`config.mk`:
```
export PLATFORM = sky130hd
export DESIGN_NAME = base64_stream_decoder_top
export DESIGN_NICKNAME = d
export VERILOG_FILES = /design/src/rtl/core/b64_pkg.sv /design/src/rtl/core/b64_dec.sv /design/src/rtl/core/base64_stream_decoder_top.sv
export SDC_FILE = /design/constraint.sdc
export NUM_CORES = 1
export LEC_CHECK = 0
export BUFFER_PORTS_ARGS = -buffer_cell sky130_fd_sc_hd__buf_2
export CORE_MARGIN = 4
export CORE_UTILIZATION = 35
export CTS_CLUSTER_DIAMETER = 100
export DETAILED_ROUTE_END_ITERATION = 12
export GPL_ROUTABILITY_DRIVEN = 0
export GPL_TIMING_DRIVEN = 0
export PLACE_DENSITY = 0.49
export SLEW_MARGIN = 20
export SYNTH_ARGS = -nofsm -noshare
export SYNTH_HDL_FRONTEND = slang
export SYNTH_HIERARCHICAL = 1
export SYNTH_SLANG_ARGS = --single-unit
```
`constraint.sdc`:
```
create_clock -name clk_i -period 6.8 [get_ports clk_i]
set_input_delay 0.34 -clock clk_i [delete_from_list [all_inputs] [get_ports clk_i]]
set_output_delay 0.34 -clock clk_i [all_outputs]
set_load 0.01 [all_outputs]
```
`src/rtl/core/b64_pkg.sv`:
```
`timescale 1ns / 1ps
// ----------------------------------------------------------------------------
// b64_pkg
// Shared types, character constants and alphabet lookup for the base64
// stream decoder.
// ----------------------------------------------------------------------------
package b64_pkg;

  localparam logic [7:0] CharPlus  = 8'h2B;
  localparam logic [7:0] CharSlash = 8'h2F;
  localparam logic [7:0] CharPad   = 8'h3D;
  localparam logic [7:0] CharSpace = 8'h20;
  localparam logic [7:0] CharTab   = 8'h09;
  localparam logic [7:0] CharCr    = 8'h0D;

  localparam logic [5:0] SextetPlus  = 6'd62;
  localparam logic [5:0] SextetSlash = 6'd63;

  typedef enum logic [1:0] {
    QPOS_FIRST  = 2'd0,
    QPOS_SECOND = 2'd1,
    QPOS_THIRD  = 2'd2,
    QPOS_FOURTH = 2'd3
  } qpos_e;

  typedef struct packed {
    logic       valid;
    logic [5:0] value;
  } sextet_t;

  // results caused by one request: data bytes first, then optional status
  typedef struct packed {
    logic [1:0] n_data;
    logic       status;
    logic       ok;
    logic [7:0] byte0;
    logic [7:0] byte1;
    logic [7:0] byte2;
  } bundle_t;

  function automatic sextet_t sextet_of(input logic [7:0] c);
    sextet_t s;
    s.valid = 1'b1;
    s.value = '0;
    if (c >= 8'h41 && c <= 8'h5A) begin
      s.value = 6'(c - 8'h41);
    end else if (c >= 8'h61 && c <= 8'h7A) begin
      s.value = 6'(c - 8'h61 + 8'd26);
    end else if (c >= 8'h30 && c <= 8'h39) begin
      s.value = 6'(c - 8'h30 + 8'd52);
    end else if (c == CharPlus) begin
      s.value = SextetPlus;
    end else if (c == CharSlash) begin
      s.value = SextetSlash;
    end else begin
      s.valid = 1'b0;
    end
    return s;
  endfunction

  function automatic logic is_space(input logic [7:0] c);
    return (c == CharSpace) || (c >= CharTab && c <= CharCr);
  endfunction

endpackage

```
`src/rtl/core/b64_dec.sv`:
```
`timescale 1ns / 1ps
// ----------------------------------------------------------------------------
// b64_dec
// Quartet tracker: holds the decode state and forms the results of one
// request in a single pass.
// ----------------------------------------------------------------------------
module b64_dec (
  input  logic              clk_i,
  input  logic              rst_ni,
  input  logic              accept_i,
  input  logic [7:0]        ch_i,
  input  logic              end_of_text_i,
  output b64_pkg::bundle_t  bundle_o
);

  b64_pkg::qpos_e   pos_q, pos_d;
  logic [5:0]       s0_q, s0_d, s1_q, s1_d, s2_q, s2_d;
  logic             pad_q, pad_d;
  logic             stopped_q, stopped_d;
  logic             failed_q, failed_d;

  b64_pkg::sextet_t sx;
  logic             is_pad;
  logic             pass_stopped, pass_failed;
  b64_pkg::qpos_e   pass_pos;
  logic [1:0]       n_data;

  assign sx     = b64_pkg::sextet_of(ch_i);
  assign is_pad = (ch_i == b64_pkg::CharPad);

  // next state
  always_comb begin
    pass_pos     = pos_q;
    pass_stopped = stopped_q;
    pass_failed  = failed_q;
    s0_d         = s0_q;
    s1_d         = s1_q;
    s2_d         = s2_q;
    pad_d        = pad_q;
    if (!stopped_q) begin
      unique case (pos_q)
        b64_pkg::QPOS_FIRST: begin
          if (b64_pkg::is_space(ch_i)) begin
            pass_stopped = 1'b1;
          end else if (!sx.valid) begin
            pass_stopped = 1'b1;
            pass_failed  = 1'b1;
          end else begin
            s0_d     = sx.value;
            pass_pos = b64_pkg::QPOS_SECOND;
          end
        end
        b64_pkg::QPOS_SECOND: begin
          if (!sx.valid) begin
            pass_stopped = 1'b1;
            pass_failed  = 1'b1;
          end else begin
            s1_d     = sx.value;
            pass_pos = b64_pkg::QPOS_THIRD;
          end
        end
        b64_pkg::QPOS_THIRD: begin
          if (is_pad) begin
            pad_d    = 1'b1;
            s2_d     = '0;
            pass_pos = b64_pkg::QPOS_FOURTH;
          end else if (!sx.valid) begin
            pass_stopped = 1'b1;
            pass_failed  = 1'b1;
          end else begin
            pad_d    = 1'b0;
            s2_d     = sx.value;
            pass_pos = b64_pkg::QPOS_FOURTH;
          end
        end
        b64_pkg::QPOS_FOURTH: begin
          if (pad_q || is_pad || sx.valid) begin
            pass_pos = b64_pkg::QPOS_FIRST;
            pad_d    = 1'b0;
          end else begin
            pass_stopped = 1'b1;
            pass_failed  = 1'b1;
          end
        end
        default: begin
          pass_pos = pos_q;
        end
      endcase
    end
    pos_d     = pass_pos;
    stopped_d = pass_stopped;
    failed_d  = pass_failed;
    if (end_of_text_i) begin
      pos_d     = b64_pkg::QPOS_FIRST;
      s0_d      = '0;
      s1_d      = '0;
      s2_d      = '0;
      pad_d     = 1'b0;
      stopped_d = 1'b0;
      failed_d  = 1'b0;
    end
  end

  // outputs
  always_comb begin
    n_data = 2'd0;
    if (!stopped_q && pos_q == b64_pkg::QPOS_FOURTH) begin
      priority if (pad_q) begin
        n_data = 2'd1;
      end else if (is_pad) begin
        n_data = 2'd2;
      end else if (sx.valid) begin
        n_data = 2'd3;
      end else begin
        n_data = 2'd0;
      end
    end
    bundle_o.n_data = n_data;
    bundle_o.status = end_of_text_i;
    bundle_o.ok     = !pass_failed && (pass_stopped || pass_pos == b64_pkg::QPOS_FIRST);
    bundle_o.byte0  = {s0_q, s1_q[5:4]};
    bundle_o.byte1  = {s1_q[3:0], s2_q[5:2]};
    bundle_o.byte2  = {s2_q[1:0], sx.value};
  end

  always_ff @(posedge clk_i or negedge rst_ni) begin
    if (!rst_ni) begin
      pos_q     <= b64_pkg::QPOS_FIRST;
      s0_q      <= '0;
      s1_q      <= '0;
      s2_q      <= '0;
      pad_q     <= 1'b0;
      stopped_q <= 1'b0;
      failed_q  <= 1'b0;
    end else if (accept_i) begin
      pos_q     <= pos_d;
      s0_q      <= s0_d;
      s1_q      <= s1_d;
      s2_q      <= s2_d;
      pad_q     <= pad_d;
      stopped_q <= stopped_d;
      failed_q  <= failed_d;
    end
  end

endmodule

```
`src/rtl/core/base64_stream_decoder_top.sv`:
```
`timescale 1ns / 1ps
// first result of a request in the cycle after acceptance when the output
// stage is idle; otherwise right after the last result of the request ahead
// throughput: one request per cycle; a request's results drive the output one after
// another, and input stalls only while a second result bundle waits
// reset: asynchronous, active low; clears quartet state and both result stages
// ----------------------------------------------------------------------------
// base64_stream_decoder_top
// Streaming base64 decoder: one character per request, data bytes and an
// end-of-string status delivered one per cycle while out_ready_i is high, from a result register.
// ----------------------------------------------------------------------------
module base64_stream_decoder_top (
  input  logic       clk_i,
  input  logic       rst_ni,
  input  logic       in_valid_i,
  output logic       in_ready_o,
  input  logic [7:0] ch_i,
  input  logic       end_of_text_i,
  output logic       out_valid_o,
  input  logic       out_ready_i,
  output logic       kind_o,
  output logic [7:0] data_byte_o,
  output logic       ok_o,
  output logic       last_o
);

  b64_pkg::bundle_t bundle_new;
  b64_pkg::bundle_t bundle_q, bundle_d;
  b64_pkg::bundle_t hold_q, hold_d;
  logic             bundle_valid_q, bundle_valid_d;
  logic             hold_valid_q, hold_valid_d;
  logic [1:0]       idx_q, idx_d;
  logic [2:0]       total_q, total_new;
  logic             in_acc, out_acc;
  logic             out_free, push;

  assign in_acc  = in_valid_i && in_ready_o;
  assign out_acc = out_valid_o && out_ready_i;

  b64_dec u_dec (
    .clk_i         (clk_i),
    .rst_ni        (rst_ni),
    .accept_i      (in_acc),
    .ch_i          (ch_i),
    .end_of_text_i (end_of_text_i),
    .bundle_o      (bundle_new)
  );

  assign total_new  = {1'b0, bundle_new.n_data} + {2'b00, bundle_new.status};
  assign total_q    = {1'b0, bundle_q.n_data} + {2'b00, bundle_q.status};
  assign in_ready_o = !hold_valid_q;
  assign out_free   = !bundle_valid_q || (out_acc && last_o);
  assign push       = in_acc && (total_new != 3'd0);

  // result selection
  always_comb begin
    out_valid_o = bundle_valid_q;
    last_o      = ({1'b0, idx_q} + 3'd1) == total_q;
    if (idx_q < bundle_q.n_data) begin
      kind_o = 1'b0;
      ok_o   = 1'b0;
      unique case (idx_q)
        2'd0:    data_byte_o = bundle_q.byte0;
        2'd1:    data_byte_o = bundle_q.byte1;
        default: data_byte_o = bundle_q.byte2;
      endcase
    end else begin
      kind_o      = 1'b1;
      ok_o        = bundle_q.ok;
      data_byte_o = '0;
    end
  end

  // output stage and spare bundle
  always_comb begin
    bundle_d       = bundle_q;
    bundle_valid_d = bundle_valid_q;
    idx_d          = idx_q;
    hold_d         = hold_q;
    hold_valid_d   = hold_valid_q;
    if (out_free) begin
      idx_d = '0;
      if (hold_valid_q) begin
        bundle_d       = hold_q;
        bundle_valid_d = 1'b1;
        hold_valid_d   = 1'b0;
      end else if (push) begin
        bundle_d       = bundle_new;
        bundle_valid_d = 1'b1;
      end else begin
        bundle_valid_d = 1'b0;
      end
    end else begin
      if (out_acc) begin
        idx_d = idx_q + 2'd1;
      end
      if (push) begin
        hold_d       = bundle_new;
        hold_valid_d = 1'b1;
      end
    end
  end

  always_ff @(posedge clk_i or negedge rst_ni) begin
    if (!rst_ni) begin
      bundle_valid_q <= 1'b0;
      idx_q          <= '0;
      bundle_q       <= '0;
      hold_valid_q   <= 1'b0;
      hold_q         <= '0;
    end else begin
      bundle_valid_q <= bundle_valid_d;
      idx_q          <= idx_d;
      bundle_q       <= bundle_d;
      hold_valid_q   <= hold_valid_d;
      hold_q         <= hold_d;
    end
  end

`ifndef SYNTHESIS
  a_no_overwrite: assert property (@(posedge clk_i) disable iff (!rst_ni)
    push |-> !hold_valid_q)
    else $error("pending results overwritten");

  a_hold_behind_output: assert property (@(posedge clk_i) disable iff (!rst_ni)
    hold_valid_q |-> bundle_valid_q)
    else $error("spare bundle without output bundle");

  a_hold_until_last: assert property (@(posedge clk_i) disable iff (!rst_ni)
    (out_acc && !last_o) |=> (out_valid_o && idx_q == $past(idx_q) + 2'd1))
    else $error("result sequence broken");

  a_status_is_last: assert property (@(posedge clk_i) disable iff (!rst_ni)
    (out_valid_o && kind_o) |-> last_o)
    else $error("status not final result");

  a_data_ok_zero: assert property (@(posedge clk_i) disable iff (!rst_ni)
    (out_valid_o && !kind_o) |-> (!ok_o && idx_q < 2'd3))
    else $error("bad data result");
`endif

endmodule

```
==> key figures <==
Synth
  • Mapped Cells: 466
  • Synth warn: 6
  • Synth area leader: dfrtp_1
  • Synth area leaders: dfrtp_1 (42%), mux2_2 (6.4%), mux2i_1 (6.1%)
  • Library cells used by synthesis: 73
  • Avg Cell Area, Syn: 10.6 µm²
  • Main flop type after synthesis: dfrtp_1
  • Number of enable flip-flop cells after synthesis: 0
  • Synthesis-stage register bit count: 83
  • Mapped Area: 4930 µm²
  • Top cell type's share of synthesized area: 0.421
  • Sequential area share after synthesis: 0.421
  • Syn Nets: 497
  • Asr flop ratio synth: 1.00

Clocking
  • CTS tree: done
  • CTS buffer count: 9
  • Clock Tree Buf Depth: 2
  • Skew-Pair Late Insertion Delay: 0.34 ns
  • H-Tree Depth: 3
  • Setup Fix Bufs, Post-CTS: 0
  • Root Buffer: clkbuf_16
  • Clock transition at path regs: 0.06 ns
  • Clock Sinks: 83

Setup path
  • R2R setup slack: 3.34 ns
  • Crit path cell chain: buf_2 > inv_1 > ha_1 > nor2b_1 > o21ai_1 > o2111ai_2 > nand2_4 > a21oi_1 > nor2_1 > ha_1 > ha_1 > or3_1 > nand3_2 > clkbuf_8 > mux2_2
  • CP most frequent cell: ha_1
  • CP Class: input port to register
  • CP endpoint kind: register
  • CP Launch Type: input port
  • WP data required: 7.02 ns
  • Largest fanout on the critical path: 10
  • Data arrival, critical path: 4.07 ns
  • Critical Path Max Stage Delay: 0.39 ns
  • Slowest-stage cell, CP: o2111ai_2

Detailed routing
  • WL per Instance: 17.5 µm
  • Via count: 3653
  • Via-per-instance ratio: 5.31
  • Drt pass-1 iters: 4
  • Antenna-violating nets left: 0
  • Drt drc: 0
  • DRT Wirelength: 12.0 mm
  • DR iter-0 viols: 242

Floorplanning
  • IO Pins: 26
  • Num rows: 43
  • Initial Utilization: 0.356
  • Core area: 13800 µm²
  • Die W: 127 µm
  • Die area: 16000 µm²
  • Die Y: 127 µm

STA
  • Worst-margin pin slew: 0.623 ns
  • Slew headroom: 0.585
  • Final Slew Violations: 0
  • Setup_tns: 0 ns
  • Fmax achieved: 0.260 GHz
  • Final setup margin: 2.96 ns
  • Fin crit share: 0.565
  • RSZ-0062 raised after global routing: no
  • Crit path time final: 3.84 ns
  • Setup Skew: 0.00767 ns
  • Setup Viol. Count Final: 0
  • Final Hold Viols: 0

Finish
  • P&R area growth vs syn: 14.8%
  • Commonest non-fill, non-tap cell in the layout: dfrtp_1
  • Commonest non-fill, non-tap cells in the layout: dfrtp_1 (83), o21ai_0 (38), mux2i_1 (30)
  • Final core occ: 0.409
  • # diodes: 0
  • Proportion of layout cells with a drive suffix above 1: 0.215
  • Nets: 534
  • Non-Filler Instances: 688

Global route
  • First-pass GRT wire length: 20.0 mm
  • Gr usage total: 0.157
  • Initial antenna violation count: 0
  • Vias in the first global route: 3620
  • Largest net degree at the start of global routing: 46
  • Grt total ovfl: 0

Power
  • Switching share of power: 0.359
  • Net Switching: 762 µW
  • Comb pwr share: 0.386
  • Sequential Power Share: 0.349
  • Power Dens Cells: 376 nW/µm²
  • Leakage: 2.57 nW
  • Worst VDD drop: 0.000124 V
  • Clk pwr share: 0.265
  • Design Power: 2.13 mW
  • Int Power: 1.36 mW

Placed design
  • Pre-CTS WS: 2.60 ns
  • DP Wirelength: 9.13 mm
  • Placed Instances: 671
  • # port buffers: 24

Min path
  • Hold WC Path Type: input port to register

Job
  • Max-cap violations: 0

Outcome
  • Status: complete, no violations
[timing repair]
action                                 4_1_cts  5_1_grt
endpoints found under the hold margin        2        0
hold buffers                                 1        0
gates resized for setup                      0        0
[power by group through the flow]
stage	Clock, mW	Sequential (mW)	Combinational (mW)
3_3_place_gp	0	0.745	0.814
6_report	0.562	0.743	0.820
2_1_floorplan	0	0.717	0.625
4_1_cts	0.576	0.745	0.828
3_5_place_dp	0	0.753	0.824
5_1_grt	0.603	0.761	0.911
[logic make-up (layout without fill, tap and decap cells)]
| kind of cell | count (synthesis) | in the layout | synth area share |
|---|---|---|---|
| simple gates | 98 | 98 | 0.111 |
| xor+xnor | 9 | 9 | 0.0160 |
| buf+inv | 51 | 93 | 0.0617 |
| fa+ha+maj | 18 | 18 | 0.0457 |
| compound gates | 142 | 142 | 0.201 |
| mux | 65 | 65 | 0.144 |
| flops | 83 | 83 | 0.421 |
[final cells by class]
| class | instances | area [µm²] |
|---|---|---|
| buffer | 28 | 218 |
| clock buffer | 11 | 243 |
| clock inverter | 5 | 100 |
| fill | 1385 | 8170 |
| inverter | 23 | 86.3 |
| multi-input combinational | 332 | 2550 |
| sequential | 83 | 2080 |
| tap | 180 | 225 |
| timing repair buffer | 26 | 160 |
[routing by layer]
layer / vias to the layer above / part of all wire / global-route usage
met5: - / 0 / 0
met4: 0 / 0.016 / 0.0562
met3: 12 / 0.031 / 0.0286
met2: 52 / 0.47 / 0.241
met1: 1807 / 0.49 / 0.223
li1: 1782 / - / -
[through the flow]
stage | hold slack [ns] | cell area (µm²)
floorplan | 0.0444 | 4930
global placement | 0.487 | 5270
detailed placement | 0.373 | 5300
global route | 0.362 | 5660
CTS | 0.344 | 5660
finish | 0.363 | 5660
[critical path, delay by kind of cell]
kind,cells,cell delay (ns)
buffers and inverters,3,0.58
AO/OA/AOI/OAI,3,0.67
adder cells (fa/ha/maj),3,0.75
AND/OR/NAND/NOR,5,1.37
multiplexers,1,0.34
[registers in the layout (all words and copies together) (netlist names)]
signal / count
bundle_q: 28
hold_q: 28
u_dec/s0_q: 6
u_dec/s1_q: 6
u_dec/s2_q: 6
idx_q: 2
u_dec/pos_q: 2
hold_valid_q: 1
out_valid_o: 1
u_dec/failed_q: 1
u_dec/pad_q: 1
u_dec/stopped_q: 1
[Yosys cell counts (3+ instances only)]
master,number
dfrtp_1,83
o21ai_0,38
mux2i_1,30
mux2_2,28
nand2_1,27
o21ai_1,25
inv_1,23
a21oi_1,18
ha_1,18
clkbuf_1,12
nor2_1,12
a22oi_1,10
nand3_1,10
buf_6,8
nor3_1,8
nor2b_1,7
and2_1,6
o22ai_1,6
xnor2_1,6
nand2b_1,5
nand4_1,5
mux2_4,4
a211oi_1,3
mux2_1,3
o211ai_1,3
o32ai_1,3
o41ai_2,3
or3_1,3
xor2_1,3
[final timing paths]
kind | from | endpoint | depth (start not counted)
max in group asynchronous | rst_ni | bundle_q[18] | 3
hold / removal | out_ready_i | idx_q[0] | 3
setup / recovery | ch_i[2] | hold_q[11] | 15
min in group asynchronous | rst_ni | u_dec/pos_q[1] | 2
setup reg to reg | u_dec/pos_q[0] | hold_q[11] | 10
hold reg to reg | hold_q[17] | hold_q[17] | 1
Note: power is estimated with default switching activity, not from simulation.
